[src/rtl/tcw_pkg.sv]
`timescale 1ns / 1ps
package tcw_pkg;
	localparam int unsigned DEF_COLUMNS = 80;
	localparam int unsigned DEF_ROWS    = 25;
	localparam int unsigned CMD_W       = 2;
	localparam int unsigned CHAR_W      = 8;
	localparam int unsigned IDX_W       = 11;
	localparam int unsigned ATTR_W      = 8;
	localparam int unsigned TAB_W       = 4;
	localparam int unsigned CELL_W      = CHAR_W + ATTR_W;

	localparam logic [CHAR_W-1:0] BLANK_CHAR = 8'h20;
	localparam logic [CHAR_W-1:0] NL_CHAR    = 8'h0A;
	localparam logic [CHAR_W-1:0] TAB_CHAR   = 8'h09;
	localparam logic [ATTR_W-1:0] RESET_ATTR = 8'h07;
	localparam logic [TAB_W-1:0]  RESET_TABS = 4'd5;

	typedef enum logic [CMD_W-1:0] {
		CMD_PUT   = 2'd0,
		CMD_BS    = 2'd1,
		CMD_CLEAR = 2'd2,
		CMD_READ  = 2'd3
	} cmd_t;

	typedef enum logic [0:0] {
		REG_FILL_ATTR = 1'b0,
		REG_TAB_COUNT = 1'b1
	} reg_idx_t;

	typedef enum logic [2:0] {
		OP_CHAR,
		OP_NL,
		OP_TAB,
		OP_BS,
		OP_CLEAR,
		OP_READ
	} op_t;

	typedef struct packed {
		op_t              op;
		logic [CHAR_W-1:0] ch;
		logic [IDX_W-1:0]  idx;
	} item_t;
endpackage

[src/rtl/tcw_front.sv]
`timescale 1ns / 1ps
module tcw_front (
	input  logic                       clk,
	input  logic                       arst_n,
	input  logic                       enable,
	input  logic                       in_valid,
	output logic                       in_ready,
	input  logic [tcw_pkg::CMD_W-1:0]  command,
	input  logic [tcw_pkg::CHAR_W-1:0] char_code,
	input  logic [tcw_pkg::IDX_W-1:0]  cell_index,
	output logic                       q_valid,
	output tcw_pkg::item_t             q_item,
	input  logic                       q_pop
);
	tcw_pkg::item_t ent_q [2];
	tcw_pkg::item_t cls;
	logic           wp_q, rp_q;
	logic [1:0]     cnt_q;
	logic           push;

	// classify the command into an operation for the back end
	always_comb begin
		cls.ch  = char_code;
		cls.idx = cell_index;
		unique case (tcw_pkg::cmd_t'(command))
			tcw_pkg::CMD_PUT: begin
				if (char_code == tcw_pkg::NL_CHAR) begin
					cls.op = tcw_pkg::OP_NL;
				end else if (char_code == tcw_pkg::TAB_CHAR) begin
					cls.op = tcw_pkg::OP_TAB;
				end else begin
					cls.op = tcw_pkg::OP_CHAR;
				end
			end
			tcw_pkg::CMD_BS:    cls.op = tcw_pkg::OP_BS;
			tcw_pkg::CMD_CLEAR: cls.op = tcw_pkg::OP_CLEAR;
			tcw_pkg::CMD_READ:  cls.op = tcw_pkg::OP_READ;
			default:            cls.op = tcw_pkg::OP_READ;
		endcase
	end

	assign in_ready = enable && (cnt_q != 2'd2);
	assign push     = in_valid && in_ready;
	assign q_valid  = (cnt_q != 2'd0);
	assign q_item   = ent_q[rp_q];

	always_ff @(posedge clk) begin
		if (push) begin
			ent_q[wp_q] <= cls;
		end
	end

	always_ff @(posedge clk or negedge arst_n) begin
		if (!arst_n) begin
			wp_q  <= 1'b0;
			rp_q  <= 1'b0;
			cnt_q <= 2'd0;
		end else begin
			if (push) begin
				wp_q <= ~wp_q;
			end
			if (q_pop) begin
				rp_q <= ~rp_q;
			end
			if (push && !q_pop) begin
				cnt_q <= cnt_q + 2'd1;
			end else if (!push && q_pop) begin
				cnt_q <= cnt_q - 2'd1;
			end
		end
	end
endmodule

[config.mk]
export PLATFORM = sky130hd
export DESIGN_NAME = tcw_front
export DESIGN_NICKNAME = d
export VERILOG_FILES = /design/src/rtl/tcw_pkg.sv /design/src/rtl/tcw_front.sv
export SDC_FILE = /design/constraint.sdc
export NUM_CORES = 1
export LEC_CHECK = 0
export ABC_CLOCK_PERIOD_IN_PS = 2280
export BUFFER_PORTS_ARGS = -buffer_cell sky130_fd_sc_hd__buf_2
export CORE_ASPECT_RATIO = 1.4
export CORE_MARGIN = 2
export CORE_UTILIZATION = 50
export DETAILED_ROUTE_END_ITERATION = 8
export HOLD_SLACK_MARGIN = 0.15
export PLACE_DENSITY = 0.77
export SLEW_MARGIN = 5
export SYNTH_ARGS = -nofsm -noshare
export SYNTH_HDL_FRONTEND = slang
export SYNTH_SLANG_ARGS = --single-unit
[constraint.sdc]
create_clock -name clk -period 2.28 [get_ports clk]
set_input_delay 0.342 -clock clk [delete_from_list [all_inputs] [get_ports clk]]
set_output_delay 0.342 -clock clk [all_outputs]
set_load 0.02 [all_outputs]
==> run metrics, run 1 <==
status=completed; Mapped Area=1850 um2; fmax=554 MHz; slowest CP cell=mux2_2; Placeable Area=3610 um2; Area Growth Syn to Fin=25.9%; CP Launch Type=register; Synth area leaders=edfxtp_1 (71%), mux2_2 (13%), dfrtp_1 (5.4%), xnor2_1 (1.4%), inv_1 (1.2%); largest net degree at the start of global routing=24; Fill cells=266; Die ar.=4220 um2; Worst slew margin=79.8%; Slew Limit Fails=0; layout cells sized above 1=56.4%; slowest cell delay on critical path=0.39 ns; CTS max path bufs=2; hold crit path type=in2reg; post-synth cell types=18; Post-Syn Instances=97; initial core utilization=51.4%; XOR/XNOR share of the synthesized area=2.36%; worst path cell trace=buf_4 -> mux2_2 -> buf_2; Worst setup EP type=output port; Crit path arrival time=1.46 ns; antenna violations before repair=0; largest family of logic cells by synthesized area=multiplexers; Synth Area in Simple Gates=2.29%; Worst-Skew Late Latency=0.29 ns; Worst EP required=1.94 ns; period utilization=79.1%; Total GRT Usage=15.1%; drt via density=5.01; Detailed Place HPWL=2050 um; area of the multi-input gates=394 um2; unrepaired setup endpoints after global routing=no; crit path buf inv count=2; Routed Antenna Nets=0; Yosys reg bits=48; post-synthesis compound-gate area fraction=2.43%; worst slack, placed=0.784 ns; first drt pass iteration count=3; row count=26; leakage=0.919 nW; # H-tree levels=2; number of global-route vias before repair=1059; final setup vio count=0; DRC=0; routability cong.=0.793; worst setup path category=reg2out; worst vdd ir=0.807 mV; R2R Path Start=cnt_q[0]$_DFFE_PN0P_; input/output buffers=49; Total Nets Final=182; die height=76.1 um; first-pass GRT wire length=4730 um; Routed WL=2890 um; CP max FO=23; Syn Area/Cell=19.1 um2; origin of the worst setup path=rp_q$_DFFE_PN0P_; syn_nets=124; CTS sink count=48; Num CTS Buffers=5; setup tns final=0 ns; Ports=50; sequential share of the synthesized area=76.7%; Iter 0 DRT Violations=25; worst-margin pin slew=0.303 ns; fin crit period=1.80 ns; area share of the largest cell type after synthesis=71.3%; power per cell area=1200 nW/um2; Die W=55.5 um; CTS root buffer=clkbuf_8; Synth area leader=edfxtp_1; Post-Synth Adder-Cell Area=0.675%; Via Count=991; CTS clk-pin slew, worst paths=0.08 ns; post-synthesis mux area share=13.4%; Synth Warn #=0; post-CTS sizing=0; Top delay family on crit path=buffers and inverters; grt ovf=0; maxcap violations=0; diodes inserted=0; CTS tree=built; Worst Hold Launch=cell_index[0]; routed wire length per instance=14.6 um; Clock Skew=0.00523 ns; final hold violations=0; final worst slack=0.476 ns; FF+latch area=1420 um2
[sequential cells by signal, summed over array words and instances (netlist names)]
register,flops
wp_q,1
ent_q,44
cnt_q,2
rp_q,1
[path summary, 6_finish.rpt]
check / endpoint / slack (ns) / cells after the start
max: q_item[19] / 0.48 / 3
min: ent_q[1][0]$_DFFE_PP_ / 0.24 / 1
max reg2reg: ent_q[1][8]$_DFFE_PP_ / 0.82 / 4
min reg2reg: wp_q$_DFFE_PN0N_ / 0.53 / 1
max in group asynchronous: wp_q$_DFFE_PN0N_ / 1.78 / 2
min in group asynchronous: cnt_q[1]$_DFFE_PN0P_ / 0.38 / 2
[power by group]
part,total [mW],switching [mW],leakage (nW),internal [mW]
sequential,1.16,0.0495,0.449,1.11
clock,0.802,0.255,0.0784,0.548
combinational,0.835,0.483,0.391,0.352
[area by class of cell]
class                      count  share of cell area, %
tap                           42                   2.25
sequential                    48                   60.9
inverter                       6                  0.965
multi-input combinational     40                   16.9
clock buffer                   5                   2.95
timing repair buffer          54                   12.2
clock inverter                 3                   3.86
[synth_stat cells]
cell type	instances
ha_1	1
o32ai_2	1
edfxtp_1	44
nor4_2	1
inv_1	6
o21ai_0	1
nor2_1	3
buf_4	2
dfrtp_1	4
a21boi_2	1
nand2_1	2
xor2_1	2
and3_1	1
mux2_2	22
nand3_1	1
xnor2_1	3
clkbuf_1	1
o211ai_2	1
[timing repair]
| action | CTS | global route |
|---|---|---|
| hold buffers | 1 | 0 |
| setup buffers | 0 | 0 |
| hold endpoints to repair | 4 | 0 |
[metal layers]
metal  GRT usage, %  part of all wire (%)  vias up
li1               -                     -      478
met2           27.1                    57       29
met1           15.0                    38      480
met5              0                     0        -
met4           6.59                   1.2        0
met3           5.77                   4.2        4
[cell usage in the layout (no fill, tap or decap), types with 3 or more instances in the layout]
cell type / instances
buf_2: 49
edfxtp_1: 44
mux2_2: 22
inv_1: 6
clkbuf_8: 5
dfrtp_1: 4
buf_4: 4
xnor2_1: 3
bufinv_16: 3
[cell families (layout without fill, tap and decap cells)]
kind of cell             count (synthesis)  after routing
flip-flops                              48             48
multiplexers                            22             22
buffers and inverters                    9             68
AND/OR/NAND/NOR                          8              8
XOR/XNOR                                 5              5
AO/OA/AOI/OAI                            4              4
adder cells (fa/ha/maj)                  1              1
[through the flow]
stage	hold slack (ns)	cell area (um2)	cells	utilization, %	power [mW]
after global routing	0.218	2330	198	64.7	2.93
after detailed placement	0.154	2170	189	60.0	2.02
after global placement	0.147	2170	189	60.0	2.00
after CTS	0.224	2330	198	64.7	2.84
after floorplan	0.0464	1850	97	-	1.77
final	0.238	2330	198	64.7	2.79
Power figures use the tool's default switching activity.
==> inputs of run 2 (changes only) <==
--- a/config.mk
+++ b/config.mk
@@ -5,14 +5,15 @@
 export SDC_FILE = /design/constraint.sdc
 export NUM_CORES = 1
 export LEC_CHECK = 0
-export ABC_CLOCK_PERIOD_IN_PS = 2280
+export ABC_AREA = 1
+export ABC_CLOCK_PERIOD_IN_PS = 1500
 export BUFFER_PORTS_ARGS = -buffer_cell sky130_fd_sc_hd__buf_2
 export CORE_ASPECT_RATIO = 1.4
 export CORE_MARGIN = 2
-export CORE_UTILIZATION = 50
+export CORE_UTILIZATION = 46
 export DETAILED_ROUTE_END_ITERATION = 8
 export HOLD_SLACK_MARGIN = 0.15
-export PLACE_DENSITY = 0.77
+export PLACE_DENSITY = 0.74
 export SLEW_MARGIN = 5
 export SYNTH_ARGS = -nofsm -noshare
 export SYNTH_HDL_FRONTEND = slang
==> constraint.sdc (replaced) <==
create_clock -name clk -period 1.5 [get_ports clk]
set_input_delay 0.225 -clock clk [delete_from_list [all_inputs] [get_ports clk]]
set_output_delay 0.225 -clock clk [all_outputs]
set_load 0.02 [all_outputs]
==> run 2 against run 1 <==
Net effect:
- the run now ends with negative setup slack left
- worst setup slack worse by 0.57 ns
- first-iteration DRC count is 12% higher
- global-route usage grew 3.8 points
- critical path type unchanged
- critical endpoint is now q_item[18]
==> run metrics, run 2 <==
status=complete, but fails checks; failing checks=negative setup slack; Worst EP required=1.27 ns; total net switching power=1.48 mW; first-pass GRT wire length=6340 um; worst r2r dst=ent_q[1][5]$_DFFE_PP_; CTS sink count=48; CTS tree=built; routability cong.=0.697; fin cells=250; Ports=50; antenna violations before repair=0; Worst setup EP type=output port; reg-to-reg slack, setup=0.07 ns; ys flop type=edfxtp_1; asr flop ratio synth=8.33%; WHS Endpoint=ent_q[1][19]$_DFFE_PP_; Num CTS Buffers=5; Area Growth Syn to Fin=51.0%; # H-tree levels=2; input/output buffers=49; cell with the most instances after synthesis=edfxtp_1; Die W=58.3 um; routed wire length per instance=16.3 um; Post-Syn Instances=119; Routed WL=4070 um; R2R Path Start=cnt_q[0]$_DFFE_PN0P_; Total GRT Usage=18.9%; number of synthesized flops with an enable pin=44; layout cells sized above 1=46.9%; Syn Area/Cell=16.0 um2; leakage=1.24 nW; sequential share of the synthesized area=74.9%; Crit path arrival time=1.37 ns; total power=4.75 mW; largest net degree at the start of global routing=16; final worst slack=-0.0908 ns; Worst slew margin=89.1%; worst vdd ir=1.21 mV; Synth area leaders=edfxtp_1 (70%), mux2_2 (13%), dfrtp_1 (5.3%), nand2_1 (3.6%), inv_1 (3.0%); row count=27; Mapped Area=1900 um2; Net Sw Frac=31.1%; Die ar.=4660 um2; origin of the worst setup path=rp_q$_DFFE_PN0P_; worst setup path category=reg2out; CTS max path bufs=2; first drt pass iteration count=2; syn_nets=146; Clock Power Share=19.4%; Routed Antenna Nets=0; fmax=629 MHz; final hold violations=0; die height=80.0 um; top cells by count, synth=edfxtp_1 (44), mux2_2 (22), nand2_1 (18); CP max FO=6; diodes inserted=0; Synth area leader=edfxtp_1; CTS root buffer=clkbuf_8; Worst-Skew Late Latency=0.30 ns; commonest non-fill, non-tap cell in the layout=edfxtp_1; worst-case reg-to-reg path depth=6; Synth Warn #=0; Yosys reg bits=48; Total Nets Final=233; Clock Skew=0.00547 ns; grt ovf=0; DRC=0; CTS clk-pin slew, worst paths=0.09 ns; Detailed Place HPWL=2580 um; Slew Limit Fails=0; hold crit path type=in2reg; unrepaired setup endpoints after global routing=yes; Via Count=1243; Placed Cells=214; maxcap violations=0; Iter 0 DRT Violations=28; Int Power=3.28 mW; Worst Hold Launch=command[0]; fin crit period=1.59 ns; most flop-heavy register=ent_q; Placeable Area=3950 um2; max reg flops=44; initial core utilization=48.0%; number of global-route vias before repair=1370; CP Launch Type=register; period utilization=106%; Comb pwr share=43.0%; area share of the largest cell type after synthesis=69.6%; Flop pwr share=37.6%; drt via density=4.97; final setup vio count=22; commonest non-fill, non-tap cells in the layout=edfxtp_1 (44), buf_2 (27), buf_6 (26), mux2_4 (22), dlygate4sd3_1 (22); post-synth cell types=14; worst-margin pin slew=0.163 ns; power per cell area=1660 nW/um2; Worst Hold Path Cells=3; biggest regs=ent_q (44), cnt_q (2)
## run 2: per-stage QoR
step	worst slack, ns	TNS [ns]	area [um2]	util [%]	hold slack (ns)
global placement	0.110	0	2240	56.6	0.0307
detailed placement	-0.0584	-0.0584	2240	56.6	0.0388
floorplan	0.0759	0	1910	-	-0.0706
finish	-0.0908	-1.79	2870	72.5	0.237
global route	-0.125	-2.40	2870	72.5	0.245
CTS	-0.0943	-1.85	2830	71.6	0.233
## run 2: logic make-up after synthesis
logic type               after synthesis  share of synthesized area [%]
adder cells (fa/ha/maj)                1                          0.659
flip-flops                            48                           74.9
AND/OR/NAND/NOR                       27                           5.73
buffers and inverters                 18                           4.35
XOR/XNOR                               2                          0.923
multiplexers                          22                           13.1
AO/OA/AOI/OAI                          1                          0.396
## run 2: area by class of cell
cell class	instances	area, um2
repair buffers	83	721
clock inverters	3	42.5
clock buffers	5	68.8
flip-flops and latches	48	1420
inverters	15	56.3
well taps	43	53.8
multi-input cells	53	502
fillers	258	1090
## run 2: worst max-delay path, stage by stage, from the launching register on
cell and delay (ns):
dfrtp_2 0.46, buf_6 0.16, mux2_4 0.30, buf_6 0.13
## run 2: power groups by stage
| stage | Sequential (mW) | Combinational (mW) | Clock [mW] |
|---|---|---|---|
| 5_1_grt | 1.81 | 2.16 | 0.975 |
| 6_report | 1.79 | 2.04 | 0.921 |
| 3_5_place_dp | 1.78 | 1.35 | 0 |
| 2_1_floorplan | 1.77 | 0.939 | 0 |
| 4_1_cts | 1.79 | 1.98 | 0.931 |
| 3_3_place_gp | 1.76 | 1.30 | 0 |
## run 2: worst max path at each step
stage,cells after the start,to,slack (ns)
floorplan,4,ent_q[0][0]$_DFFE_PP_,0.08
global placement,9,cnt_q[1]$_DFFE_PN0P_,0.11
detailed placement,9,cnt_q[1]$_DFFE_PN0P_,-0.06
CTS,3,q_item[1],-0.09
global route,3,q_item[1],-0.13
finish,3,q_item[18],-0.09
## run 2: routing by layer
layer	vias to the layer above	GRT usage, %	part of all wire (%)
met3	5	4.21	3.1
met2	27	36.1	60
met1	620	19.3	36
met5	-	0	0
li1	591	-	-
met4	0	6.98	1.5
## run 2: repair_timing
action	4_1_cts	5_1_grt
pin swaps	0	1
gates resized for setup	75	2
hold buffers	22	0
gates cloned	2	0
endpoints found under the hold margin	45	0
endpoints found under the setup margin	23	23
setup buffers	1	3
